File: config.mk
export PLATFORM = sky130hd
export DESIGN_NAME = rbdq_cell
export DESIGN_NICKNAME = d
export VERILOG_FILES = /design/src/hdl/rbdq_pkg.sv /design/src/hdl/rbdq_cell.sv
export SDC_FILE = /design/constraint.sdc
export NUM_CORES = 1
export LEC_CHECK = 0
export BUFFER_PORTS_ARGS = -buffer_cell sky130_fd_sc_hd__buf_2
export CELL_PAD_IN_SITES_DETAIL_PLACEMENT = 0
export CELL_PAD_IN_SITES_GLOBAL_PLACEMENT = 1
export CORE_MARGIN = 3
export CORE_UTILIZATION = 29
export DETAILED_ROUTE_END_ITERATION = 7
export PLACE_DENSITY = 0.87
export SLEW_MARGIN = 40
export SYNTH_ARGS = -nofsm -noshare
export SYNTH_HDL_FRONTEND = slang
export SYNTH_SLANG_ARGS = --single-unit
export TNS_END_PERCENT = 100
File: constraint.sdc
create_clock -name clk -period 1.7 [get_ports clk]
set_clock_uncertainty 0.15 [all_clocks]
set_input_delay 0.085 -clock clk [delete_from_list [all_inputs] [get_ports clk]]
set_output_delay 0.085 -clock clk [all_outputs]
set_load 0.1 [all_outputs]
File: src/hdl/rbdq_pkg.sv
// Shared types and constants for the reversible byte deque.
package rbdq_pkg;

  // Default number of byte cells in the deque.
  localparam int DEPTH_DEF = 1024;

  // Field widths of the stream items.
  localparam int MODE_W      = 3;
  localparam int VALUE_W     = 8;
  localparam int INDEX_W     = 10;
  localparam int DATA_W      = 8;
  localparam int COUNT_W     = 11;
  localparam int IN_TDATA_W  = 24;
  localparam int OUT_TDATA_W = 24;

  // Operation codes carried in the input tuser field.
  typedef enum logic [MODE_W-1:0] {
    MODE_PUSH_FRONT = 3'd0,
    MODE_PUSH_BACK  = 3'd1,
    MODE_REVERSE    = 3'd2,
    MODE_POP_FRONT  = 3'd3,
    MODE_POP_BACK   = 3'd4,
    MODE_READ       = 3'd5,
    MODE_CLEAR      = 3'd6
  } mode_t;

  // Control broadcast from the sequencer to every cell of the row.
  typedef struct packed {
    logic shr;      // every cell takes its left neighbor's byte
    logic shl;      // every cell takes its right neighbor's byte
    logic wr;       // the cell at the write position takes the pushed byte
    logic coll_ld;  // every collect register copies its cell's byte
    logic coll_sh;  // collect registers move one cell toward cell zero
  } cell_ctl_t;

endpackage

File: src/hdl/rbdq_cell.sv
// One storage cell of the deque row with its collect register.
module rbdq_cell #(
  parameter int AW  = 10,
  parameter int IDX = 0
) (
  input  logic                             clk,
  input  rbdq_pkg::cell_ctl_t              ctl,
  input  logic [rbdq_pkg::VALUE_W-1:0]     wr_value,
  input  logic [AW-1:0]                    wr_pos,
  input  logic [rbdq_pkg::VALUE_W-1:0]     left_byte,
  input  logic [rbdq_pkg::VALUE_W-1:0]     right_byte,
  input  logic [rbdq_pkg::VALUE_W-1:0]     right_coll,
  output logic [rbdq_pkg::VALUE_W-1:0]     byte_q,
  output logic [rbdq_pkg::VALUE_W-1:0]     coll_q
);

  logic [rbdq_pkg::VALUE_W-1:0] byte_r, byte_nxt;
  logic [rbdq_pkg::VALUE_W-1:0] coll_r, coll_nxt;
  logic                         wr_hit;

  // This cell is the target of a physical back push.
  assign wr_hit = ctl.wr && (wr_pos == AW'(IDX));

  // Stored byte: shift in from a neighbor, take a push, or hold.
  always_comb begin
    priority if (ctl.shr) begin
      byte_nxt = left_byte;
    end else if (ctl.shl) begin
      byte_nxt = right_byte;
    end else if (wr_hit) begin
      byte_nxt = wr_value;
    end else begin
      byte_nxt = byte_r;
    end
  end

  // Collect register: snapshot of the row that drains toward cell zero.
  always_comb begin
    priority if (ctl.coll_ld) begin
      coll_nxt = byte_r;
    end else if (ctl.coll_sh) begin
      coll_nxt = right_coll;
    end else begin
      coll_nxt = coll_r;
    end
  end

  always_ff @(posedge clk) begin
    byte_r <= byte_nxt;
    coll_r <= coll_nxt;
  end

  assign byte_q = byte_r;
  assign coll_q = coll_r;

endmodule

After elaboration in Yosys (flattened, before gate mapping)
Index checks and enable logic that the tools add are counted.
{"block": "word_totals", "elab_cells": 11, "in_bits": 48, "reg_bits": 16, "output_inout_bits": 16}
{"block": "op_classes", "n_reduce_logical": 4, "muxes": 5}
{"op": "$mux 8", "n": 5}
{"op": "$logic_not 10->1", "n": 1}
{"op": "$reduce_bool 3->1", "n": 1}
{"op": "$reduce_bool 2->1", "n": 1}
{"op": "$logic_and 1x1->1", "n": 1}

Depth between registers and ports, before layout
{"block": "depth", "depth_word": 5, "mapped_depth": 3, "ltp_nobuf": 2}

Worst setup path before layout
No wires, ideal clock.
{"block": "synth_timing", "path_type": "flip-flop to flip-flop", "startpoint": "register byte_r, in the netlist byte_q[0]", "endpoint": "register coll_r, in the netlist coll_q[0], data pin", "synth_period_minus_slack_ns": 1.589, "arrival_time_ns": 1.179, "path_stages_with_launch": 2, "path_slack_ns": 0.111, "path_buffers": 0, "required_time_ns": 1.289, "setup_time_ns": 0.261, "path_cell_list": "edfxtp_1 mux2_2"}
{"block": "synth_between", "elab_chain_cells": 1}
{"item": "start, declared", "line_no": "rbdq_cell.sv:17", "source": "logic [rbdq_pkg::VALUE_W-1:0] byte_r, byte_nxt;"}
{"item": "start signal, assigned", "line_no": "rbdq_cell.sv:49", "source": "byte_r <= byte_nxt;"}
{"item": "$mux 8", "line_no": "rbdq_cell.sv:39", "source": "priority if (ctl.coll_ld) begin"}
{"item": "named net coll_nxt (one bit)", "line_no": "rbdq_cell.sv:18", "source": "logic [rbdq_pkg::VALUE_W-1:0] coll_r, coll_nxt;"}
{"item": "end signal, assigned", "line_no": "rbdq_cell.sv:50", "source": "coll_r <= coll_nxt;"}
{"item": "end, declared", "line_no": "rbdq_cell.sv:18"}
The timed path passes the listed nets, and every way through them passes these cells.
A chain may end at the register's enable or synchronous reset.

Worst setup path after layout
{"block": "layout_timing", "startpoint": "input port left_byte[4] (netlist name)", "endpoint": "register byte_r, in the netlist byte_q[4], data pin"}
{"block": "layout_between", "elab_chain_cells": 1}
{"item": "start, declared", "line_no": "rbdq_cell.sv:10", "source": "input logic [rbdq_pkg::VALUE_W-1:0] left_byte,"}
{"item": "$mux 8", "line_no": "rbdq_cell.sv:26", "source": "priority if (ctl.shr) begin"}
{"item": "named net byte_nxt (one bit)", "line_no": "rbdq_cell.sv:17"}
The timed path passes the listed nets, and every way through them passes these cells.

==> qor.tcl <==
set qor(std_cell_rows) 18
set qor(wl_met1_um) 804
set qor(h-tree-depth) 1
set qor(worstPathMaxFanout) 1
set qor(synth_top_family_by_area) {multiplexers}
set qor(cp_cell_instances) {dlygate4sd3_1 -> buf_2 -> nand2_1 -> o21ai_2 -> dlygate4sd3_1}
set qor(finish.net_count) 188
set qor(final_cell_count_no_fill) 169
set qor(critPathLaunchType) {primary input}
set qor(top_cells_by_area_in_the_synthesized_netlist) {sky130_fd_sc_hd__edfxtp_1, sky130_fd_sc_hd__mux2_2, sky130_fd_sc_hd__mux2i_1}
set qor(data_required_time_at_the_worst_endpoint_ns) 1.59
set qor(area_fraction_in_and_or_nand_and_nor_cells_after_synthesis) 0.0781
set qor(share_comb_of_total_power) 0.433
set qor(setup_repair_after_global_routing_missed_its_margin) {false}
set qor(area_growth_syn_to_layout_pct) 67.3
set qor(totalWireLength_mm) 2.11
set qor(route.detailed.drc) 0
set qor(io_pins) 64
set qor(worstSetupPathType) {primary input to flip-flop}
set qor(topRoutingLayerUsed) {met4}
set qor(critical_path.endpoint_type) {flip-flop}
set qor(sequentialPowerShare) 0.406
set qor(netlist.top_cell.by_area) {sky130_fd_sc_hd__edfxtp_1}
set qor(global_route.usage.total) 0.125
set qor(fin_tns_setup_ns) 0
set qor(max_cap_violations) 0
set qor(netSwitchingFraction) 0.431
set qor(clock-sinks) 16
set qor(synth_sequential_area_ratio) 0.600
set qor(finalSetupViolCount) 0
set qor(yosys.cell_count.top_type) {sky130_fd_sc_hd__edfxtp_1}
set qor(power.total_w) 0.00125
set qor(power.share.clock) 0.161
set qor(drt_first_pass_iters) 4
set qor(ctsHoldBuffers) 19
set qor(post_synth_num_cell_types) 13
set qor(final.setup.worst_slack_ns) 0.163
set qor(yosys_warnings) 0
set qor(crit_path_top_delay_cell) {sky130_fd_sc_hd__dlygate4sd3_1}
set qor(critical_path_buf_inv_count) 3
set qor(cts_tree) {yes}
set qor(edff_count_synth) 16
set qor(layout_min_cycle_time_ns) 1.54
set qor(fillers) 239
set qor(floorplan.die.height_um) 58.5
set qor(gr-total-overflow) 0
set qor(met2_length_mm) 1.05
set qor(vias_in_the_first_global_route) 742
set qor(drive_gt1_frac) 0.561
set qor(ff_latch_area_um2) 480
set qor(cellInternalPower_w) 0.000710
set qor(postRouteAntennaNets) 0
set qor(core-area_um2) 2540
set qor(first_iter_violations) 7
set qor(multiInputGateArea_um2) 290
set qor(design.die.area_um2) 3430
set qor(critical-path-top-delay-family) {buffers and inverters}
set qor(post-place-cells) 146
set qor(syn_inst) 56
set qor(syn_area_um2) 801
set qor(final_hpwl_from_detailed_placement_mm) 1.62
set qor(max_transition_margin) 0.676
set qor(synth.avg_cell_area_um2) 14.3
set qor(synth.cells.most_frequent) {sky130_fd_sc_hd__edfxtp_1, sky130_fd_sc_hd__mux2_2, sky130_fd_sc_hd__mux2i_1, sky130_fd_sc_hd__nand2_1, sky130_fd_sc_hd__o21ai_1}
set qor(ys_seq_elements) 16
set qor(fmax_mhz) 651
set qor(place_worst_setup_slack_ns) 0.268
set qor(worst_skew_pair.late_latency_ns) 0.28
set qor(vias_per_cell) 4.43
set qor(num_antenna_cells) 0
set qor(wire_per_inst_um) 12.5
set qor(port_buffers) 63
set qor(synthArstFlopShare) 0
set qor(post-cts-setup-buffer-count) 0
set qor(synth_flop_cell) {sky130_fd_sc_hd__edfxtp_1}
set qor(finalHoldViolations) 0
set qor(power_density_nw_per_um2) 931
set qor(gp_congestion) 0.676
set qor(hold_path.class) {primary input to flip-flop}
set qor(worst_ep_arrival_time_ns) 1.43
set qor(clock_path_buffers) 2
set qor(timing.critical_path.mode_cell) {sky130_fd_sc_hd__dlygate4sd3_1}
set qor(synth_largest_type_area_fraction) 0.600
set qor(synth.net_count) 104
set qor(clock_tree.root_cell) {sky130_fd_sc_hd__clkbuf_4}
set qor(synthMuxAreaShare) 0.213
set qor(cts_repair_resize_count) 0
set qor(dr_wl_met3_um) 247
set qor(final_area_um2) 1340
set qor(synth_xor_area_frac) 0
set qor(timing_worst_slew_pin_value_ns) 0.490
set qor(clock_transition_at_the_registers_of_the_reported_paths_ns) 0.09
set qor(p_leak_nw) 0.627
set qor(cts_made_buffers) 3
set qor(net-switching-power_w) 0.000538
set qor(grt_antenna_before_repair) 0
set qor(grt_first_pass_wirelength_mm) 3.20
set qor(post_dp_cell_area_um2) 1120
set qor(fp.dieW_um) 58.5
set qor(floorplan.initialDensity) 0.315
set qor(outcome) {complete, no violations}
set qor(max-vdd-ir-drop_v) 0.000578
set qor(num_vias) 749
set qor(grt_max_degree) 18
set qor(timing.final.max_slew_violations) 0
set qor(post_route_clock_period_utilization) 0.904
set qor(synth_compound_gate_area_share) 0.0719
set qor(timing.critical_path.slowest_cell_delay_ns) 0.56
set qor(synth-adder-area-share) 0
==> cell families after synthesis <==
group	count (synthesis)
multiplexers	16
flip-flops	16
AND/OR/NAND/NOR	12
AO/OA/AOI/OAI	9
buffers and inverters	3
==> per-layer routing <==
layer,track usage,up-vias
li1,-,380
met4,0.0497,0
met3,0.0241,2
met5,0,-
met2,0.228,44
met1,0.140,323
==> cell usage in the layout, fill, tap and decap left out <==
| master | count |
|---|---|
| sky130_fd_sc_hd__clkinv_1 | 1 |
| sky130_fd_sc_hd__nor3_1 | 1 |
| sky130_fd_sc_hd__a311o_1 | 1 |
| sky130_fd_sc_hd__mux2_2 | 8 |
| sky130_fd_sc_hd__edfxtp_1 | 16 |
| sky130_fd_sc_hd__o21ai_2 | 2 |
| sky130_fd_sc_hd__nor4_1 | 1 |
| sky130_fd_sc_hd__o21ai_1 | 6 |
| sky130_fd_sc_hd__nand2_1 | 8 |
| sky130_fd_sc_hd__or2_2 | 1 |
| sky130_fd_sc_hd__dlygate4sd3_1 | 19 |
| sky130_fd_sc_hd__nor4b_2 | 1 |
| sky130_fd_sc_hd__clkbuf_4 | 3 |
| sky130_fd_sc_hd__buf_2 | 63 |
| sky130_fd_sc_hd__mux2i_1 | 8 |
==> sequential cells by signal, indices dropped and copies added, names as in the netlist <==
signal / cells
byte_q: 8
coll_q: 8
==> stage by stage <==
| stage | hold WS (ns) | util |
|---|---|---|
| final | 0.000645 | 0.527 |
| after global routing | 0.0143 | 0.527 |
| after CTS | 0.000306 | 0.527 |
| after detailed placement | 0.225 | 0.441 |
| after global placement | 0.219 | 0.441 |
| after floorplan | 0.123 | - |
==> area by class of cell <==
| cell class | instances | area share |
|---|---|---|
| repair buffers | 82 | 0.377 |
| flip-flops and latches | 16 | 0.359 |
| multi-input cells | 37 | 0.217 |
| well taps | 30 | 0.0280 |
| clock buffers | 3 | 0.0168 |
| clock inverters | 1 | 0.00280 |
==> power groups by stage <==
stage	logic, W	clock network, W	registers, W
final	0.000541	0.000200	0.000507
after global routing	0.000562	0.000232	0.000512
after CTS	0.000542	0.000203	0.000507
after detailed placement	0.000505	0	0.000516
after global placement	0.000501	0	0.000515
after floorplan	0.0000701	0	0.000848
==> path summary, 6_finish.rpt <==
| check | end | startpoint | cells past startpoint | slack, ns |
|---|---|---|---|---|
| worst max-delay path | byte_q[4] | left_byte[4] | 5 | 0.16 |
| worst min-delay path | byte_q[6] | wr_value[6] | 3 | 0.0006 |
| worst max register to register | coll_q[1] | byte_q[1] | 1 | 0.62 |
| worst min register to register | coll_q[2] | byte_q[2] | 1 | 0.44 |
(Power assumes the default switching activity.)
