`src/hdl/rbdq_pkg.sv`:
```
// Shared types and constants for the reversible byte deque.
package rbdq_pkg;

  // Default number of byte cells in the deque.
  localparam int DEPTH_DEF = 1024;

  // Field widths of the stream items.
  localparam int MODE_W      = 3;
  localparam int VALUE_W     = 8;
  localparam int INDEX_W     = 10;
  localparam int DATA_W      = 8;
  localparam int COUNT_W     = 11;
  localparam int IN_TDATA_W  = 24;
  localparam int OUT_TDATA_W = 24;

  // Operation codes carried in the input tuser field.
  typedef enum logic [MODE_W-1:0] {
    MODE_PUSH_FRONT = 3'd0,
    MODE_PUSH_BACK  = 3'd1,
    MODE_REVERSE    = 3'd2,
    MODE_POP_FRONT  = 3'd3,
    MODE_POP_BACK   = 3'd4,
    MODE_READ       = 3'd5,
    MODE_CLEAR      = 3'd6
  } mode_t;

  // Control broadcast from the sequencer to every cell of the row.
  typedef struct packed {
    logic shr;      // every cell takes its left neighbor's byte
    logic shl;      // every cell takes its right neighbor's byte
    logic wr;       // the cell at the write position takes the pushed byte
    logic coll_ld;  // every collect register copies its cell's byte
    logic coll_sh;  // collect registers move one cell toward cell zero
  } cell_ctl_t;

endpackage

```
`src/hdl/rbdq_ctrl.sv`:
```
// Operation sequencer: fill count, orientation, cell control and result register.
module rbdq_ctrl #(
  parameter int DEPTH = rbdq_pkg::DEPTH_DEF,
  parameter int AW    = $clog2(DEPTH),
  parameter int CW    = $clog2(DEPTH + 1)
) (
  input  logic                             clk,
  input  logic                             rst_n,
  input  logic                             in_valid,
  output logic                             in_ready,
  input  logic [rbdq_pkg::MODE_W-1:0]      mode,
  input  logic [rbdq_pkg::INDEX_W-1:0]     index,
  output logic                             out_valid,
  input  logic                             out_ready,
  output logic [rbdq_pkg::DATA_W-1:0]      data,
  output logic                             ok,
  output logic [rbdq_pkg::COUNT_W-1:0]     count,
  output logic                             reversed,
  input  logic [rbdq_pkg::VALUE_W-1:0]     byte0,
  input  logic [rbdq_pkg::VALUE_W-1:0]     coll0,
  output rbdq_pkg::cell_ctl_t              ctl,
  output logic [AW-1:0]                    wr_pos
);

  localparam int XW = (CW > rbdq_pkg::INDEX_W) ? CW : rbdq_pkg::INDEX_W;

  typedef enum logic {
    ST_IDLE,
    ST_COLLECT
  } state_t;

  state_t                       state_r, state_nxt;
  logic [CW-1:0]                fill_r, fill_nxt;
  logic                         flip_r, flip_nxt;
  logic                         pop_r, pop_nxt;
  logic [AW-1:0]                cnt_r, cnt_nxt;
  logic                         ov_r, ov_nxt;
  logic [rbdq_pkg::DATA_W-1:0]  data_r, data_nxt;
  logic                         ok_r, ok_nxt;
  logic [CW-1:0]                count_r, count_nxt;
  logic                         rev_r, rev_nxt;

  logic                         accept;
  logic                         slot_free;
  logic                         full;
  logic                         empty;
  logic                         push_front;
  logic                         pop_front;
  logic [CW-1:0]                fill_m1;
  logic [XW-1:0]                idx_x;
  logic [XW-1:0]                fill_x;
  logic [XW-1:0]                rd_pos_x;

  // Handshake: one operation at a time, result slot must be free at the edge.
  assign slot_free = !ov_r || out_ready;
  assign in_ready  = (state_r == ST_IDLE) && slot_free;
  assign accept    = in_valid && in_ready;

  // Physical end chosen by the logical end and the orientation.
  assign push_front = (mode == rbdq_pkg::MODE_PUSH_FRONT) != flip_r;
  assign pop_front  = (mode == rbdq_pkg::MODE_POP_FRONT) != flip_r;
  assign full       = (fill_r == CW'(DEPTH));
  assign empty      = (fill_r == '0);
  assign fill_m1    = fill_r - 1'b1;

  // Physical position of a logical read index.
  assign idx_x    = XW'(index);
  assign fill_x   = XW'(fill_r);
  assign rd_pos_x = flip_r ? (fill_x - idx_x - 1'b1) : idx_x;

  assign wr_pos = fill_r[AW-1:0];

  // Next-state logic for the sequencer and the result register.
  always_comb begin
    state_nxt = state_r;
    fill_nxt  = fill_r;
    flip_nxt  = flip_r;
    pop_nxt   = pop_r;
    cnt_nxt   = cnt_r;
    ov_nxt    = ov_r && !out_ready;
    data_nxt  = data_r;
    ok_nxt    = ok_r;
    count_nxt = count_r;
    rev_nxt   = rev_r;
    ctl       = '0;

    unique case (state_r)
      ST_IDLE: begin
        if (accept) begin
          ov_nxt   = 1'b1;
          data_nxt = '0;
          ok_nxt   = 1'b0;
          unique case (mode)
            rbdq_pkg::MODE_PUSH_FRONT, rbdq_pkg::MODE_PUSH_BACK: begin
              if (!full) begin
                if (push_front) begin
                  ctl.shr = 1'b1;
                end else begin
                  ctl.wr = 1'b1;
                end
                fill_nxt = fill_r + 1'b1;
                ok_nxt   = 1'b1;
              end
            end
            rbdq_pkg::MODE_REVERSE: begin
              flip_nxt = !flip_r;
              ok_nxt   = 1'b1;
            end
            rbdq_pkg::MODE_POP_FRONT, rbdq_pkg::MODE_POP_BACK: begin
              if (!empty) begin
                if (pop_front) begin
                  // Cell zero is read directly and the row closes up.
                  ctl.shl  = 1'b1;
                  data_nxt = byte0;
                  fill_nxt = fill_m1;
                  ok_nxt   = 1'b1;
                end else begin
                  // The last filled cell is fetched through the collect chain.
                  ctl.coll_ld = 1'b1;
                  cnt_nxt     = fill_m1[AW-1:0];
                  pop_nxt     = 1'b1;
                  ov_nxt      = 1'b0;
                  state_nxt   = ST_COLLECT;
                end
              end
            end
            rbdq_pkg::MODE_READ: begin
              if (idx_x < fill_x) begin
                ctl.coll_ld = 1'b1;
                cnt_nxt     = rd_pos_x[AW-1:0];
                pop_nxt     = 1'b0;
                ov_nxt      = 1'b0;
                state_nxt   = ST_COLLECT;
              end
            end
            rbdq_pkg::MODE_CLEAR: begin
              fill_nxt = '0;
              flip_nxt = 1'b0;
              ok_nxt   = 1'b1;
            end
            default: begin
              ok_nxt = 1'b0;
            end
          endcase
          count_nxt = fill_nxt;
          rev_nxt   = flip_nxt;
        end
      end
      ST_COLLECT: begin
        if (cnt_r != '0) begin
          ctl.coll_sh = 1'b1;
          cnt_nxt     = cnt_r - 1'b1;
        end else if (slot_free) begin
          // The wanted byte has reached cell zero.
          ov_nxt    = 1'b1;
          data_nxt  = coll0;
          ok_nxt    = 1'b1;
          if (pop_r) begin
            fill_nxt = fill_m1;
          end
          count_nxt = pop_r ? fill_m1 : fill_r;
          rev_nxt   = flip_r;
          state_nxt = ST_IDLE;
        end
      end
      default: begin
        state_nxt = ST_IDLE;
      end
    endcase
  end

  // State and registered outputs.
  always_ff @(posedge clk) begin
    if (!rst_n) begin
      state_r <= ST_IDLE;
      fill_r  <= '0;
      flip_r  <= 1'b0;
      pop_r   <= 1'b0;
      ov_r    <= 1'b0;
    end else begin
      state_r <= state_nxt;
      fill_r  <= fill_nxt;
      flip_r  <= flip_nxt;
      pop_r   <= pop_nxt;
      ov_r    <= ov_nxt;
    end
    cnt_r   <= cnt_nxt;
    data_r  <= data_nxt;
    ok_r    <= ok_nxt;
    count_r <= count_nxt;
    rev_r   <= rev_nxt;
  end

  assign out_valid = ov_r;
  assign data      = data_r;
  assign ok        = ok_r;
  assign count     = rbdq_pkg::COUNT_W'(count_r);
  assign reversed  = rev_r;

endmodule

```
`config.mk`:
```
export PLATFORM = sky130hd
export DESIGN_NAME = rbdq_ctrl
export DESIGN_NICKNAME = d
export VERILOG_FILES = /design/src/hdl/rbdq_pkg.sv /design/src/hdl/rbdq_ctrl.sv
export SDC_FILE = /design/constraint.sdc
export NUM_CORES = 1
export LEC_CHECK = 0
export BUFFER_PORTS_ARGS = -buffer_cell sky130_fd_sc_hd__buf_2
export CORE_MARGIN = 1.5
export CORE_UTILIZATION = 25
export CTS_CLUSTER_SIZE = 8
export DETAILED_ROUTE_END_ITERATION = 12
export SETUP_SLACK_MARGIN = 0.1
export SYNTH_ARGS = -nofsm -noshare
export SYNTH_HDL_FRONTEND = slang
export SYNTH_SLANG_ARGS = --single-unit
```
`constraint.sdc`:
```
create_clock -name clk -period 6.25 [get_ports clk]
set_input_delay 0.9375 -clock clk [delete_from_list [all_inputs] [get_ports clk]]
set_output_delay 0.9375 -clock clk [all_outputs]
set_load 0.01 [all_outputs]
```
# ---- Word level (Yosys, flattened, before mapping)
# Cells that the tools add are included.
dict set report totals {
  register_bits 46
  inputBits 33
  word_cells 122
}
dict set report op_classes {
  addsub 5
  order_cmp 1
  n_eq_ne 20
  n_mux 67
  n_bitwise 1
  reduce_logical 18
}
# cell n
set op_table {}
lappend op_table {{$mux W11} 7}
lappend op_table {{$mux W10} 6}
lappend op_table {{$mux W8} 6}
lappend op_table {{$pmux W10 S2} 2}
lappend op_table {{$pmux W11 S3} 1}
lappend op_table {{$mux W1} 32}
lappend op_table {{$pmux W11 S2} 1}
lappend op_table {{$sub A10 B1 Y10 const B} 2}
lappend op_table {{$pmux W1 S2} 8}
lappend op_table {{$pmux W8 S2} 1}
lappend op_table {{$reduce_and A6 Y1} 2}
lappend op_table {{$add A11 B1 Y11 const B} 1}
lappend op_table {{$eq A11 B11 Y1 const B} 1}
lappend op_table {{$logic_not A11 Y1} 1}
lappend op_table {{$lt A10 B11 Y1} 1}
lappend op_table {{$sub A11 B1 Y11 const B} 1}
lappend op_table {{$ne A2 B2 Y1 const B} 5}
lappend op_table {{$reduce_bool A10 Y1} 1}
lappend op_table {{$sub A10 B10 Y10} 1}
lappend op_table {{$eq A3 B3 Y1 const B} 3}
lappend op_table {{$ne A3 B3 Y1 const B} 3}
lappend op_table {{$mux W4} 2}
lappend op_table {{$eq A3 B2 Y1 const B} 2}
lappend op_table {{$reduce_or A2 Y1} 3}
lappend op_table {{13 further kinds} 19}

# ---- Depth between registers and ports, before layout
dict set report depth {
  depth_word 7
  ltp_mapped 12
}

# ---- Least setup slack after synthesis
# No wires, ideal clock.
dict set report synth_path {
  path_type {input-to-output}
  startpoint {input port index[6] (netlist bit)}
  endpoint {output port ctl[1] (netlist bit)}
  arrival_time_ns 2.280
  required_ns 5.312
  path_slack_ns 3.032
  stages 7
  n_path_buf 1
  cell_sequence {inv_1 ha_1 clkbuf_1 a2111oi_0 a211o_1 a21oi_1 a21oi_1}
}
# item line
set synth_rtl {}
lappend synth_rtl {{start: declaration} rbdq_ctrl.sv:12} ;# input logic [rbdq_pkg::INDEX_W-1:0] index,
lappend synth_rtl {{end: declaration} rbdq_ctrl.sv:21} ;# output rbdq_pkg::cell_ctl_t ctl,

==> run summary <==
f_max: 242 MHz
number of top-level pins: 71
final count of hold timing violations: 0
ys async rst share: 0
number of global-route vias before repair: 3627
Synth area leaders: sky130_fd_sc_hd__edfxtp_1 23%, sky130_fd_sc_hd__dfxtp_1 7.3%, sky130_fd_sc_hd__ha_1 7.0%, sky130_fd_sc_hd__a21oi_1 5.3%, sky130_fd_sc_hd__nand2_1 5.1%
r2r endpoint: fill_r[6]$_SDFFE_PN0P_
setup slack of the most critical reg-to-reg path: 3040 ps
Routed Wire Length: 12600 microns
H-tree depth reported by CTS: 2
Top FF cell, synth: sky130_fd_sc_hd__edfxtp_1
share of layout cells above drive strength 1: 0.171
class of the most critical setup path: in2out
synthesis-to-finish area growth: 14.3%
number of hold-repair buffers added at the cts stage: 0
slew at the pin with the worst max-slew slack: 911 ps
hold slack: 562 ps
Clock Path Buffers: 2
kind of start point of the critical path: primary input
final routed DRC violation total: 0
RR Startpoint: cnt_r[4]$_DFFE_PP_
final critical delay including setup and external delays: 4130 ps
via count of the routed design: 3945
input/output buffers: 70
highest-delay cell along the critical path: sky130_fd_sc_hd__nand3_1
delay of the slowest critical-path stage: 640 ps
Critical Path Source: mode[1]
synthesized area divided by synthesized cell count: 7.93 sq um
flop and latch count out of synthesis: 46
remaining global-route overflow: 0
Synthesized Nets: 577
die boundary height: 131 microns
number of maximum-capacitance violations: 0
Final GP Congestion: 0.912
Finish-stage setup viols: 0
number of enable-type register cells in the synthesized netlist: 31
ratio of total power to cell area: 214 nW/um^2
count of filler cells inserted in the layout: 1745
post-CTS setup buffer count: 0
period utilisation layout: 0.661
final layout net count: 613
num rows: 46
list of most frequent post-synthesis cells: 56 x sky130_fd_sc_hd__nand2_1, 44 x sky130_fd_sc_hd__a21oi_1, 39 x sky130_fd_sc_hd__nor2_1
most used standard cell by instance count after synthesis: sky130_fd_sc_hd__nand2_1
remaining antenna violation count: 0
share of the synthesized area in the top cell type: 0.226
largest vdd supply drop: 0.103 mV
area of the core: 16000 sq um
CTS Root Buffer Type: sky130_fd_sc_hd__clkbuf_16
detailed-router iteration count before antenna repair: 5
RSZ-0062 raised after global routing: false
WP data required: 5310 ps
number of buffers added by the clock tree synthesis step: 5
starting utilization of the core area: 0.258
worst-path maximum fanout: 23
Final Max Tran Viols: 0
wire per inst: 16.4 microns
met1 track demand over resource: 0.204
number of cell instances on the worst register-to-register path: 10
data arrival time at the worst-slack endpoint: 3200 ps
global-route met3 utilization: 0.0332
met2 track utilization from global routing: 0.239
total global-route track usage: 0.147
Post-Syn Area: 4120 sq um
standby leakage power: 1.83 nW
result of the run: complete, no violations
cell count after synthesis: 520
DIE AREA: 17300 sq um
number of vias per cell: 5.10
peak-usage layer in the global routing report: met2
Distinct cells, synth: 65
global-route wire length before repair: 20300 microns
maximum number of pins on one net before global-route repair: 69
Worst-Skew Late Latency: 300 ps
number of instances resized during post-cts repair: 0
cell type with the highest aggregate area in the netlist: sky130_fd_sc_hd__edfxtp_1
clock tree skew after final layout: 8.42 ps
yosys warns: 0
Sum Neg Setup Slack: 0 ps
number of sinks handled by clock tree synthesis: 46
worst min path class: reg2reg
Detailed Route Iter0 Violations: 406
Reg clk slew, reported paths: 70 ps
category of the worst setup path capture point: primary output
TritonCTS clock tree: yes
hpwl dp: 9260 microns
termination of the worst setup path: ctl[1]
number of antenna violations at the first check in global routing: 0
portion of the post-synthesis area used by sequential elements: 0.299
critical path, cell by cell: buf_2 -> inv_1 -> nand3_1 -> a211o_1 -> o22ai_1 -> a21oi_1 -> a21oi_1 -> buf_2
max_slew headroom: 0.391
horizontal extent of the die: 131 microns
antenna diode instance count: 0
## layout by cell type, fill, tap and decap left out, drive strengths merged, types with 6 or more instances in the layout
cell type	Yosys	layout
nor3	24	24
o21a	6	6
inv	28	28
o21ai	38	38
nand3	14	14
nor2	39	39
clkbuf	22	6
edfxtp	31	31
xnor2	23	23
a21oi	45	45
nand2	56	56
or3	6	6
a31oi	7	7
buf	23	74
a211oi	9	9
xor2	9	9
ha	23	23
dfxtp	15	15
a21o	7	7
nand2b	6	6
## sequential cells by signal, summed over array words and instances, names as in the netlist
| signal | count |
|---|---|
| flip_r | 1 |
| data | 8 |
| fill_r | 11 |
| count | 11 |
| pop_r | 1 |
| out_valid | 1 |
| state_r | 1 |
| reversed | 1 |
| ok | 1 |
| cnt_r | 10 |
## layout make-up
class	instances	area (sq um)	share of cell area
Clock inverter	2	37.5	0.00796
Multi-Input combinational cell	399	2550	0.541
Tap cell	216	270	0.0573
Inverter	30	113	0.0239
Timing Repair Buffer	74	380	0.0807
Sequential cell	46	1230	0.261
Clock buffer	6	129	0.0273
## metal layers
metal,share of wire,vias to the layer above
li1,-,1947
met1,0.46,1834
met2,0.46,154
met3,0.079,10
met4,0.0056,0
met5,0,-
## kinds of logic (layout without fill, tap and decap cells)
family          count (synthesis)  after routing  share of synthesized area
fa+ha+maj                      24             24                     0.0747
compound gates                156            156                      0.241
buf+inv                        75            112                     0.0826
xor+xnor                       32             32                     0.0680
simple gates                  181            181                      0.221
mux                             6              6                     0.0149
flops                          46             46                      0.299
## critical path: cells and delay by family
kind / cells / cell delay, ps
compound gates: 4 / 1080
buf+inv: 3 / 510
simple gates: 1 / 640
## power breakdown
part | internal (W) | total [W] | leakage, nW | switching (W)
Sequential | 0.000361 | 0.000387 | 0.423 | 0.0000261
Clock | 0.000189 | 0.000315 | 0.0771 | 0.000126
Combinational | 0.000115 | 0.000306 | 1.33 | 0.000191
## stage by stage
stage	instances	util	setup WS, ps	total power (W)	cell area (sq um)
final	773	0.295	2120	0.00101	4710
after global placement	765	0.284	2190	0.000698	4550
after detailed placement	765	0.284	2100	0.000697	4550
after global routing	773	0.295	1910	0.00107	4710
after CTS	773	0.295	2100	0.00101	4710
after floorplan	520	-	3030	0.000608	4120
## worst min-delay path by stage
| stage | start | to | slack [ps] | cells past startpoint |
|---|---|---|---|---|
| 2_1_floorplan | fill_r[10]$_SDFFE_PN0P_ | fill_r[10]$_SDFFE_PN0P_ | 500 | 2 |
| 3_3_place_gp | state_r$_SDFF_PN0_ | out_valid$_SDFF_PN0_ | 550 | 3 |
| 3_5_place_dp | state_r$_SDFF_PN0_ | out_valid$_SDFF_PN0_ | 550 | 3 |
| 4_1_cts | state_r$_SDFF_PN0_ | out_valid$_SDFF_PN0_ | 560 | 3 |
| 5_1_grt | state_r$_SDFF_PN0_ | out_valid$_SDFF_PN0_ | 620 | 3 |
| 6_report | state_r$_SDFF_PN0_ | out_valid$_SDFF_PN0_ | 560 | 3 |
Power figures use the tool's default switching activity.
